File: src/design/segment_reassembly_tracker_core_defines.svh
// Assertion macros shared by the reassembly tracker modules.
// Depends on nothing; included by modules that assert.
`ifndef SEGMENT_REASSEMBLY_TRACKER_CORE_DEFINES_SVH
`define SEGMENT_REASSEMBLY_TRACKER_CORE_DEFINES_SVH
// Implication checked on every rising clock edge outside reset.
`define SRT_ASSERT_IMP(label, ante, cons, msg) \
  label: assert property (@(posedge clk) disable iff (rst) (ante) |-> (cons)) else $error(msg);
// Next-cycle implication checked outside reset.
`define SRT_ASSERT_NXT(label, ante, cons, msg) \
  label: assert property (@(posedge clk) disable iff (rst) (ante) |=> (cons)) else $error(msg);
`endif

File: src/design/srt_pkg.sv
// Shared types and constants of the segment reassembly tracker.
// No dependencies.
package srt_pkg;
  localparam int unsigned SegBytes = 12;
  localparam logic [2:0] ST_STORED    = 3'd0;
  localparam logic [2:0] ST_COMPLETED = 3'd1;
  localparam logic [2:0] ST_ALREADY   = 3'd2;
  localparam logic [2:0] ST_OLD       = 3'd3;
  localparam logic [2:0] ST_NO_SLOT   = 3'd4;
  localparam logic [2:0] ST_LEN_BAD   = 3'd5;

  // Controller to datapath commands.
  typedef struct packed {
    logic load;      // capture input word, start lookup
    logic decide;    // apply slot update and build result
    logic wr_byte;   // write one payload byte
  } srt_cmd_t;

  // Datapath to controller status.
  typedef struct packed {
    logic       do_write;   // segment has bytes to store
    logic [3:0] wr_count;   // number of bytes to store
  } srt_stat_t;
endpackage

File: src/design/srt_ctrl.sv
// Controller of the segment reassembly tracker: sequences lookup, byte
// writes and result hand-off. Depends on srt_pkg and the core defines header.
`include "segment_reassembly_tracker_core_defines.svh"
module srt_ctrl (
  input  logic              clk,
  input  logic              rst,
  input  logic              in_valid,
  output logic              in_ready,
  output logic              out_valid,
  input  logic              out_ready,
  output srt_pkg::srt_cmd_t cmd,
  input  srt_pkg::srt_stat_t stat,
  output logic [3:0]        byte_idx
);
  typedef enum logic [2:0] {S_IDLE, S_LOOK, S_DECIDE, S_CHECK, S_WRITE, S_OUT} state_t;
  state_t     state;
  logic [3:0] cnt;

  assign in_ready  = (state == S_IDLE) && !rst;
  assign out_valid = (state == S_OUT);
  assign byte_idx  = cnt;
  always_comb begin
    cmd.load    = in_valid && in_ready;
    cmd.decide  = (state == S_DECIDE);
    cmd.wr_byte = (state == S_WRITE);
  end

  always_ff @(posedge clk) begin
    if (rst) begin
      state <= S_IDLE;
      cnt   <= '0;
    end else begin
      unique case (state)
        S_IDLE:   if (in_valid) state <= S_LOOK;
        S_LOOK:   state <= S_DECIDE;
        S_DECIDE: state <= S_CHECK;
        S_CHECK: begin
          cnt <= '0;
          state <= (stat.do_write && stat.wr_count != 4'd0) ? S_WRITE : S_OUT;
        end
        S_WRITE: begin
          cnt <= cnt + 4'd1;
          if (cnt + 4'd1 >= stat.wr_count) state <= S_OUT;
        end
        S_OUT:    if (out_ready) state <= S_IDLE;
        default:  state <= S_IDLE;
      endcase
    end
  end

  `SRT_ASSERT_IMP(a_ready_idle, in_ready, !out_valid, "ready while result pending")
  `SRT_ASSERT_NXT(a_load_look, cmd.load, state == S_LOOK, "load did not start lookup")
  `SRT_ASSERT_IMP(a_wr_bound, cmd.wr_byte, cnt < stat.wr_count, "byte write past count")
endmodule

File: src/design/srt_dp.sv
// Datapath of the segment reassembly tracker: slot table, SeqAuth compare,
// payload memory and result register. Depends on srt_pkg.
module srt_dp #(
  parameter int unsigned SLOTS = 4,
  parameter int unsigned MAX_SEGMENTS = 32
) (
  input  logic               clk,
  input  logic               rst,
  input  srt_pkg::srt_cmd_t  cmd,
  output srt_pkg::srt_stat_t stat,
  input  logic [3:0]         byte_idx,
  input  logic [191:0]       in_word,
  output logic [20:0]        out_word
);
  localparam int unsigned SW = (SLOTS > 1) ? $clog2(SLOTS) : 1;
  localparam int unsigned DEPTH = SLOTS * MAX_SEGMENTS * srt_pkg::SegBytes;
  localparam int unsigned AW = $clog2(DEPTH);

  logic [SLOTS-1:0] busy, armed;
  logic [15:0] src_t [SLOTS];
  logic [55:0] auth_t [SLOTS];
  logic [4:0]  last_t [SLOTS];
  logic [31:0] mask_t [SLOTS];
  logic [7:0]  mem [DEPTH];

  logic [15:0] src; logic [55:0] auth; logic [4:0] segn, sego;
  logic [3:0] nb; logic [95:0] pay; logic [6:0] ttl;
  // lookup results, registered
  logic hit, fre; logic [SW-1:0] hs, fs;
  logic [SW-1:0] ws; logic [4:0] wseg;
  logic [3:0] wcnt; logic dow;
  logic [20:0] res;

  assign stat.do_write = dow;
  assign stat.wr_count = wcnt;
  assign out_word = res;

  logic c_hit, c_fre; logic [SW-1:0] c_hs, c_fs;
  always_comb begin
    c_hit = 1'b0; c_fre = 1'b0; c_hs = '0; c_fs = '0;
    for (int i = SLOTS - 1; i >= 0; i--) begin
      if (busy[i] && src_t[i] == src) begin c_hit = 1'b1; c_hs = SW'(i); end
      if (!busy[i]) begin c_fre = 1'b1; c_fs = SW'(i); end
    end
  end

  function automatic logic [31:0] mask_upto(input logic [4:0] l);
    mask_upto = (l == 5'd31) ? 32'hFFFF_FFFF : ((32'd1 << (l + 5'd1)) - 32'd1);
  endfunction

  logic [12:0] delay;
  assign delay = 13'd150 + 13'(ttl) * 13'd50;

  always_ff @(posedge clk) begin
    if (cmd.wr_byte)
      mem[AW'((32'(ws) * MAX_SEGMENTS + 32'(wseg)) * srt_pkg::SegBytes + 32'(byte_idx))]
        <= pay[8'd95 - 8'(byte_idx) * 8'd8 -: 8];
  end

  always_ff @(posedge clk) begin
    logic [SW-1:0] s; logic [31:0] m; logic [2:0] st; logic dn, ak, ic;
    logic w, fresh, ar;
    logic [3:0] cnt;
    hit <= c_hit; fre <= c_fre; hs <= c_hs; fs <= c_fs;
    if (rst) begin
      busy <= '0; armed <= '0;
      for (int i = 0; i < SLOTS; i++) begin
        src_t[i] <= '0; auth_t[i] <= '0; last_t[i] <= '0; mask_t[i] <= '0;
      end
      dow <= 1'b0;
    end else if (cmd.load) begin
      src <= in_word[15:0];
      // SeqAuth is the IV index above the 24-bit sequence origin
      auth <= {in_word[47:16], in_word[71:48]};
      segn <= in_word[76:72]; sego <= in_word[81:77];
      nb <= in_word[85:82]; pay <= {in_word[117:86], in_word[181:118]};
      ttl <= in_word[188:182];
      dow <= 1'b0;
    end else if (cmd.decide) begin
      st = srt_pkg::ST_STORED; dn = 1'b0; ak = 1'b0; ic = 1'b0; w = 1'b0;
      s = '0; m = '0; fresh = 1'b0; ar = 1'b0;
      cnt = (nb > 4'd12) ? 4'd12 : nb;
      if (32'(segn) >= MAX_SEGMENTS) st = srt_pkg::ST_LEN_BAD;
      else if (hit && auth < auth_t[hs]) st = srt_pkg::ST_OLD;
      else if (!hit && !fre) st = srt_pkg::ST_NO_SLOT;
      else begin
        s = hit ? hs : fs;
        // a new source or a newer SeqAuth opens the slot afresh
        fresh = !hit || auth > auth_t[s];
        m = fresh ? mask_upto(segn) : mask_t[s];
        ar = fresh ? 1'b0 : armed[s];
        if ((!fresh && last_t[s] != segn) || sego > segn) st = srt_pkg::ST_LEN_BAD;
        else if (m == '0) begin st = srt_pkg::ST_ALREADY; dn = 1'b1; end
        else begin
          m = m & ~(32'd1 << sego);
          if (segn == 5'd0) m = '0;
          w = 1'b1;
          if (m == '0) begin
            st = srt_pkg::ST_COMPLETED; dn = 1'b1; ar = 1'b0;
          end else begin
            ic = 1'b1;
            if (!ar) begin ar = 1'b1; ak = 1'b1; end
          end
        end
        if (fresh) begin
          busy[s] <= 1'b1; src_t[s] <= src; auth_t[s] <= auth; last_t[s] <= segn;
        end
        mask_t[s] <= m; armed[s] <= ar;
      end
      dow <= w; ws <= s; wseg <= sego;
      wcnt <= (sego == segn) ? cnt : 4'd12;
      res <= {ic, delay, ak, dn, 2'(s), st};
    end
  end
endmodule

File: src/design/segment_reassembly_tracker_core.sv
// Segment reassembly tracker: one received segment in, one status word out.
// The status word is valid after the lookup, decide and check states and a
// write state for each stored payload byte (up to 12). One segment at a
// time: the next word is taken only after the status word has left. Reset
// clears all slot state; payload memory is left as is and never read.
module segment_reassembly_tracker_core #(
  parameter int unsigned SLOTS = 4,
  parameter int unsigned MAX_SEGMENTS = 32
) (
  input  logic         clk,
  input  logic         rst,
  input  logic         s_axis_tvalid,
  output logic         s_axis_tready,
  // source_addr, net_iv, seq_start, last_seg_number, seg_offset,
  // seg_bytes, payload_head, payload_tail, hop_ttl (low bit up)
  input  logic [191:0] s_axis_tdata,
  output logic         m_axis_tvalid,
  input  logic         m_axis_tready,
  // status, slot_index, all_received, start_ack_timer, ack_delay_ms,
  // restart_incomplete (low bit up)
  output logic [23:0]  m_axis_tdata
);
  srt_pkg::srt_cmd_t  cmd;
  srt_pkg::srt_stat_t stat;
  logic [3:0]  byte_idx;
  logic [20:0] res;

  // Sequence one word through lookup, decide, byte writes and hand-off.
  srt_ctrl u_ctrl (
    .clk, .rst, .in_valid(s_axis_tvalid), .in_ready(s_axis_tready),
    .out_valid(m_axis_tvalid), .out_ready(m_axis_tready),
    .cmd, .stat, .byte_idx
  );

  // Hold slot table and payload memory.
  srt_dp #(.SLOTS(SLOTS), .MAX_SEGMENTS(MAX_SEGMENTS)) u_dp (
    .clk, .rst, .cmd, .stat, .byte_idx, .in_word(s_axis_tdata), .out_word(res)
  );

  assign m_axis_tdata = {3'd0, res};
endmodule

File: config.mk
export PLATFORM = sky130hd
export DESIGN_NAME = segment_reassembly_tracker_core
export DESIGN_NICKNAME = d
export VERILOG_FILES = /design/src/design/srt_pkg.sv /design/src/design/srt_ctrl.sv /design/src/design/srt_dp.sv /design/src/design/segment_reassembly_tracker_core.sv
export VERILOG_INCLUDE_DIRS = /design/src /design/src/design
export SDC_FILE = /design/constraint.sdc
export NUM_CORES = 1
export LEC_CHECK = 0
export ABC_AREA = 1
export BUFFER_PORTS_ARGS = -buffer_cell sky130_fd_sc_hd__buf_2
export CAP_MARGIN = 30
export CORE_MARGIN = 1
export CORE_UTILIZATION = 54
export CTS_CLUSTER_SIZE = 16
export DETAILED_ROUTE_END_ITERATION = 8
export HOLD_SLACK_MARGIN = 0.08
export PLACE_DENSITY_LB_ADDON = 0.12
export SYNTH_ARGS = -nofsm -noshare
export SYNTH_HDL_FRONTEND = slang
export SYNTH_HIERARCHICAL = 1
export SYNTH_SLANG_ARGS = --single-unit
File: constraint.sdc
create_clock -name clk -period 9.1 [get_ports clk]
set_input_delay 0 -clock clk [delete_from_list [all_inputs] [get_ports clk]]
set_output_delay 0 -clock clk [all_outputs]
set_load 0.02 [all_outputs]
# [Word-level counts from Yosys, hierarchy flattened]
# Memories as Yosys holds them, arrays and structs flattened.
# Cells that the tools add are included.
[op_classes] order_cmp=7 mux=84 shifts=2 eq_ne=15 bitwise=8 reduce_logical=42 n_addsub=4 mul=1
[op_table] operator="two-way mux 32 bit" count=18
[op_table] operator="equality test 16 bit" count=4
[op_table] operator="logical NOT 32 bit" count=2
[op_table] operator="left shift 1 x 5 -> 32 bit (first input constant)" count=2
[op_table] operator="greater-than comparator 56 bit" count=1
[op_table] operator="less-than comparator 56 bit" count=1
[op_table] operator="two-way mux 56 bit" count=1
[op_table] operator="OR reduction 56 bit" count=1
[op_table] operator="two-way mux 1 bit" count=43
[op_table] operator="bitwise AND 32 bit" count=1
[op_table] operator="inverter 32 bit" count=1
[op_table] operator="OR reduction 32 bit" count=1
[op_table] operator="subtractor 32 x 1 -> 32 bit (second input constant)" count=1
[op_table] operator="two-way mux 2 bit" count=9
[op_table] operator="two-way mux 3 bit" count=6
[op_table] operator="case mux 3 bit (6 select lines)" count=1
[op_table] operator="two-way mux 16 bit" count=1
[op_table] operator="OR reduction 16 bit" count=1
[op_table] operator="adder 8 x 13 -> 13 bit (first input constant)" count=1
[op_table] operator="multiplier 7 x 5 -> 12 bit (second input constant)" count=1
[op_table] operator="logical AND 1 bit" count=11
[op_table] operator="OR reduction 5 bit" count=2
[op_table] operator="AND reduction 3 bit" count=3
[op_table] operator="case mux 4 bit (2 select lines)" count=1
[op_table] operator="other kinds (33)" count=49
[word_totals] mem_count=4 regBits=140 ramBits=436 inputBits=196 out_inout_bits=26 elab_cells=191
[memory_table] name="u_dp.auth_t" words=4 width=56 read_ports=2 rd_ports_with_merged_regs=0 write_ports=4 line_no="srt_dp.sv:21" text="logic [55:0] auth_t [SLOTS];"
[memory_table] name="u_dp.mask_t" words=4 width=32 read_ports=1 rd_ports_with_merged_regs=0 write_ports=4 line_no="srt_dp.sv:23" text="logic [31:0] mask_t [SLOTS];"
[memory_table] name="u_dp.src_t" words=4 width=16 read_ports=4 rd_ports_with_merged_regs=0 write_ports=4 line_no="srt_dp.sv:20" text="logic [15:0] src_t [SLOTS];"
[memory_table] name="u_dp.last_t" words=4 width=5 read_ports=1 rd_ports_with_merged_regs=0 write_ports=4 line_no="srt_dp.sv:22" text="logic [4:0] last_t [SLOTS];"

# [Depth between registers and ports, before layout]
[depth] depth_word=24 ltp_mapped=36

# [Modules after synthesis]
# The synthesis kept the hierarchy.
[modules_own_cells] module="srt_dp" area_per_inst_um2=30280.3 cells_per_inst=3197 n_inst=1
[modules_own_cells] module="srt_ctrl" area_per_inst_um2=506.7 cells_per_inst=81 n_inst=1
[modules_own_cells] module="segment_reassembly_tracker_core" area_per_inst_um2=26.3 cells_per_inst=4 n_inst=1

# [Worst setup path after synthesis]
# Ideal clock, no wire load.
[synth_path] kind="flip-flop to flip-flop" startpoint="register u_dp.hit" endpoint="memory u_dp.auth_t[2][0], enable pin" period_less_slack_ps=6006 path_buffers=7 t_required_ps=8662 setup_time_ps=438 t_arrival_ps=5568 path_stages_with_launch=29 slack_ps=3094 path_cell_list="dfxtp_1 buf_6 o21ai_4 inv_2 nand2_4 clkbuf_1 clkbuf_1 buf_1 nor2_1 a21oi_1 o221ai_1 ha_1 nand2_1 inv_1 nand3_1 nor3_1 nand3_1 nor2_1 nand2_1 nand2_1 nand2_1 nand2_2 inv_1 nor2_4 buf_6 nand2_1 buf_4 buf_6 nand2_1"
[synth_lines] item="start: declaration" line_no="srt_dp.sv:29" text="logic hit, fre; logic [SW-1:0] hs, fs;"
[synth_lines] item="start signal: assignment" line_no="srt_dp.sv:64" text="hit <= c_hit; fre <= c_fre; hs <= c_hs; fs <= c_fs;"
[synth_lines] item="end: declaration" line_no="srt_dp.sv:21"

==> impl_metrics.csv <==
group,metric,value,unit
die,initial_core_util,0.5465,
worst_setup_path,critical_path.slowest_cell,"sky130_fd_sc_hd__buf_4",
sta,finalHoldViolCount,0,
worst_setup_path,critPathCaptureType,"flip-flop",
global_route,antenna_found_initial,2,
global_route,grtUsageMet2,0.4904,
yosys,synth_area_per_cell,9.389,sq um
sta,final.setup.tns,0,ns
global_route,grt_pass1_wl,131900,um
route,drc_errors,0,
die,die-width,240.9,um
sta,timing.final.crit_share,0.7562,
cts,clock_root_buffer,"sky130_fd_sc_hd__clkbuf_16",
yosys,synth_area,30810,sq um
route,detail_route.wirelength,84700,um
global_route,most_used_routing_layer_in_global_routing,"met2",
power_and_ir_drop,p_per_area,206.3,nW/um^2
global_route,grt_pass1_vias,24574,
worst_setup_path,cp_top_family,"simple AND/OR/NAND/NOR gates",
cts,cts_max_level,2,
worst_setup_path,path_buf_inv,6,
run,drv.max_cap_violation_count,0,
place,placed_cells_incl_taps,4029,
worst_setup_path,worst_path_most_repeated_cell,"sky130_fd_sc_hd__nand2_1",
die,rows,87,
route,drt_pass1_iterations,6,
sta,endpoints_failing_setup,0,
yosys,synth_ff_type,"sky130_fd_sc_hd__edfxtp_1",
yosys,synthesis.instances,3282,
route,drt-wirelength-per-cell,19.61,um
finish,area.growth.synth_to_final,16.37,%
sta,clock-skew-final,0.05123,ns
sta,slew_violations,0,
worst_setup_path,cp_data_required_time,9.43,ns
global_route,use_met1,0.3975,
sta,slew-limit-headroom,0.3886,
finish,most_common_cell_after_layout_fill_and_taps_aside,"sky130_fd_sc_hd__nor2_1",
sta,timing.fmax,145.3,MHz
yosys,ys_ff_latch,575,
yosys,synth_top_area_frac,0.5389,
die,die-height,240.9,um
route,ant_nets_after_route,0,
yosys,yosys_warnings,6,
yosys,synth_enable_flop_cells,553,
die,top_level_ports,222,
worst_setup_path,crit_arrival,7.21,ns
hold_path,hold_path_startpoint,"s_axis_tdata[39]",
finish,multiInputGateArea,11910,sq um
global_route,globalRouteTotalUtil,0.2938,
sta,post-route-min-period,6.881,ns
worst_setup_path,path_max_fanout,56,
power_and_ir_drop,ir_drop,0.0001852,V
worst_setup_path,timing.critical_path.cells,"buf_4 -> nand2_2 -> o21ai_4 -> inv_2 -> nand2_4 -> inv_2 -> a21oi_1 -> o221ai_1 -> ha_1 -> nand2_1 -> nor3_1 -> nand3_1 -> nor2_1 -> nand2_1 -> nand2_1 -> nand2_1 -> buf_4 -> nand2_2 -> inv_1 -> nor2_4 -> nand2_4 -> nand2_4 -> buf_12",
cts,post_cts_resize_count,0,
worst_setup_path,r2r-start,"u_dp/hs[1]",
power_and_ir_drop,cellLeakagePower,15.01,nW
yosys,synth.lib_cells_used.distinct,59,
cts,cts_tree,"built",
finish,final.fill_count,4636,
finish,design.final.nets,3863,
cts,clk_transition_reported_paths,0.06,ns
worst_setup_path,timing_startpoint_of_the_critical_path,"u_dp/hs[1]",
yosys,synthTopCellsByArea,"sky130_fd_sc_hd__edfxtp_1 (54%), sky130_fd_sc_hd__nor2_1 (9.2%), sky130_fd_sc_hd__ha_1 (6.1%), sky130_fd_sc_hd__nand2_1 (5.5%), sky130_fd_sc_hd__inv_1 (3.5%)",
cts,max-clock-path-buffers,3,
place,placed_cell_area,32060,sq um
place,globalplace.congestion,0.9432,
place,dp_hpwl,51190,um
hold_path,timing.hold.worst.class,"input port to flip-flop",
global_route,globalRouteOverflowTotal,0,
run_status,run_status,"complete, no violations",
finish,area_of_all_sequential_standard_cells,17050,sq um
cts,cts.sinks,575,
worst_setup_path,cp-start-kind,"flip-flop",
route,count_of_vias_placed_by_the_detailed_router,24967,
finish,mostFrequentLayoutCells,"sky130_fd_sc_hd__nor2_1 (754), sky130_fd_sc_hd__edfxtp_1 (553), sky130_fd_sc_hd__nand2_1 (441)",
cts,cts_made_buffers,60,
yosys,yosysSeqAreaShare,0.5532,
die,core,56390,sq um
route,drt_iter0_markers,2283,
worst_setup_path,timing_worst_setup_path_type,"flip-flop to flip-flop",
route,routed_via_density,5.782,
die,design.die.area,58020,sq um
sta,holdWs,0.1059,ns
place,io_buffers,118,
sta,worst_margin_pin_slew,0.9157,ns
yosys,synth.largest_area_cell,"sky130_fd_sc_hd__edfxtp_1",
finish,finish.instance_area,35860,sq um
cts,clock_insertion_delay_worst_skew,0.66,ns
yosys,synth_async_sr_flop_share,0,
finish,fraction_of_layout_cells_with_a_size_suffix_above_1,0.09323,
sta,unrepaired_setup_endpoints_after_global_routing,"no",
finish,final_cell_count_no_fill,4318,
worst_setup_path,largest_stage_delay_on_the_critical_path,0.67,ns
global_route,gr-usage-met3,0.03694,
global_route,maximum_number_of_pins_on_one_net_before_global_route_repair,79,
[worst register-to-register path, cell delays in order, from the launching register on]
cell                       delay (ns)
sky130_fd_sc_hd__dfxtp_2         0.33
sky130_fd_sc_hd__buf_4           0.67
sky130_fd_sc_hd__nand2_2         0.18
sky130_fd_sc_hd__o21ai_4         0.16
sky130_fd_sc_hd__inv_2           0.09
sky130_fd_sc_hd__nand2_4         0.63
sky130_fd_sc_hd__inv_2           0.44
sky130_fd_sc_hd__a21oi_1         0.24
sky130_fd_sc_hd__o221ai_1        0.14
sky130_fd_sc_hd__ha_1            0.40
sky130_fd_sc_hd__nand2_1         0.08
sky130_fd_sc_hd__nor3_1          0.40
sky130_fd_sc_hd__nand3_1         0.19
sky130_fd_sc_hd__nor2_1          0.23
sky130_fd_sc_hd__nand2_1         0.08
sky130_fd_sc_hd__nand2_1         0.07
sky130_fd_sc_hd__nand2_1         0.08
sky130_fd_sc_hd__buf_4           0.27
sky130_fd_sc_hd__nand2_2         0.12
sky130_fd_sc_hd__inv_1           0.10
sky130_fd_sc_hd__nor2_4          0.55
sky130_fd_sc_hd__nand2_4         0.11
sky130_fd_sc_hd__nand2_4         0.66
sky130_fd_sc_hd__buf_12          0.33
[per-layer routing]
layer | share of wire | up-vias
met4 | 0.022 | 2
met3 | 0.087 | 144
met1 | 0.42 | 11944
li1 | - | 11749
met2 | 0.47 | 1128
met5 | 0.00014 | -
[sequential cells by signal, indices dropped and copies added (netlist names), 5 cells and up]
name           flops
u_dp/auth_t      224
u_dp/mask_t      128
u_dp/src_t        64
u_dp/auth         56
u_dp/last_t       20
u_dp/out_word     20
u_dp/src          16
u_dp/ttl           7
u_dp/segn          5
u_dp/sego          5
[cells in the mapped netlist (3+ instances only)]
library cell and instances:
sky130_fd_sc_hd__nor2_1 755, sky130_fd_sc_hd__edfxtp_1 553, sky130_fd_sc_hd__nand2_1 450, sky130_fd_sc_hd__inv_1 284, sky130_fd_sc_hd__a21oi_1 182, sky130_fd_sc_hd__o21ai_0 181
sky130_fd_sc_hd__ha_1 151, sky130_fd_sc_hd__nand3_1 144, sky130_fd_sc_hd__clkbuf_1 106, sky130_fd_sc_hd__o221ai_1 71, sky130_fd_sc_hd__nand4_1 31, sky130_fd_sc_hd__o22ai_1 31
sky130_fd_sc_hd__o21bai_1 27, sky130_fd_sc_hd__buf_2 23, sky130_fd_sc_hd__dfxtp_1 22, sky130_fd_sc_hd__xor2_1 20, sky130_fd_sc_hd__inv_2 17, sky130_fd_sc_hd__nor2_2 17
sky130_fd_sc_hd__o22a_1 17, sky130_fd_sc_hd__xnor2_1 16, sky130_fd_sc_hd__a221oi_1 15, sky130_fd_sc_hd__nor3_1 15, sky130_fd_sc_hd__or2_2 15, sky130_fd_sc_hd__buf_1 13
sky130_fd_sc_hd__buf_4 12, sky130_fd_sc_hd__buf_6 9, sky130_fd_sc_hd__clkinv_1 9, sky130_fd_sc_hd__nor4_1 9, sky130_fd_sc_hd__a211oi_1 8, sky130_fd_sc_hd__nand2_2 7
sky130_fd_sc_hd__o21bai_2 7, sky130_fd_sc_hd__a22o_1 5, sky130_fd_sc_hd__a22oi_1 5, sky130_fd_sc_hd__nand2_4 5, sky130_fd_sc_hd__a21o_1 4, sky130_fd_sc_hd__nor3b_1 4
sky130_fd_sc_hd__o211ai_1 4, sky130_fd_sc_hd__a21boi_0 3, sky130_fd_sc_hd__a41oi_1 3, sky130_fd_sc_hd__o21a_1 3
[kinds of logic after synthesis]
logic type / after synthesis / share of synthesized area
adders and majority gates: 153 / 0.06261
DFF: 575 / 0.5532
buffers and inverters: 475 / 0.06257
AOI/OAI and AO/OA: 581 / 0.1171
other: 2 / 0.0002437
and+or+nand+nor: 1460 / 0.1941
xor gates and xnor gates: 36 / 0.01023
[stage by stage]
step                  util  worst slack [ns]  power (mW)
finish              0.6359             2.219       7.397
detailed placement  0.5685             2.344       4.878
floorplan                -             3.094       4.409
CTS                 0.6349             2.280       7.414
global placement    0.5669             2.406       4.818
global route        0.6359             1.903       7.745
[repair_timing]
| action | in CTS | in global routing |
|---|---|---|
| setup endpoints to repair | 0 | 0 |
| endpoints found under the hold margin | 104 | 0 |
| hold buffers | 177 | 0 |
| setup buffers | 0 | 0 |
[power by group]
part | switching [mW] | total [mW] | leakage, nW | internal, mW
Clock | 1.04 | 2.47 | 0.949 | 1.43
Combinational | 1.06 | 1.63 | 8.32 | 0.568
Sequential | 0.123 | 3.29 | 5.75 | 3.17
Total | 2.23 | 7.40 | 15.0 | 5.17
[area by class of cell]
class                      instances  area share
sequential                       575      0.4755
multi-input combinational       2234      0.3322
timing repair buffer             331     0.07809
clock buffer                      73     0.04383
inverter                         312     0.03280
tap                              756     0.02638
clock inverter                    36     0.01113
antenna                            1  0.00006979
[worst paths after layout]
path                        endpoint  cells after the start  slack, ns
hold reg to reg             u_dp/fre                      1       0.43
setup / recovery  u_dp/auth_t[2][37]                     23       2.22
hold / removal         u_dp/auth[47]                      2       0.11
setup reg to reg  u_dp/auth_t[2][37]                     23       2.22
Note: power is estimated with default switching activity, not from simulation.
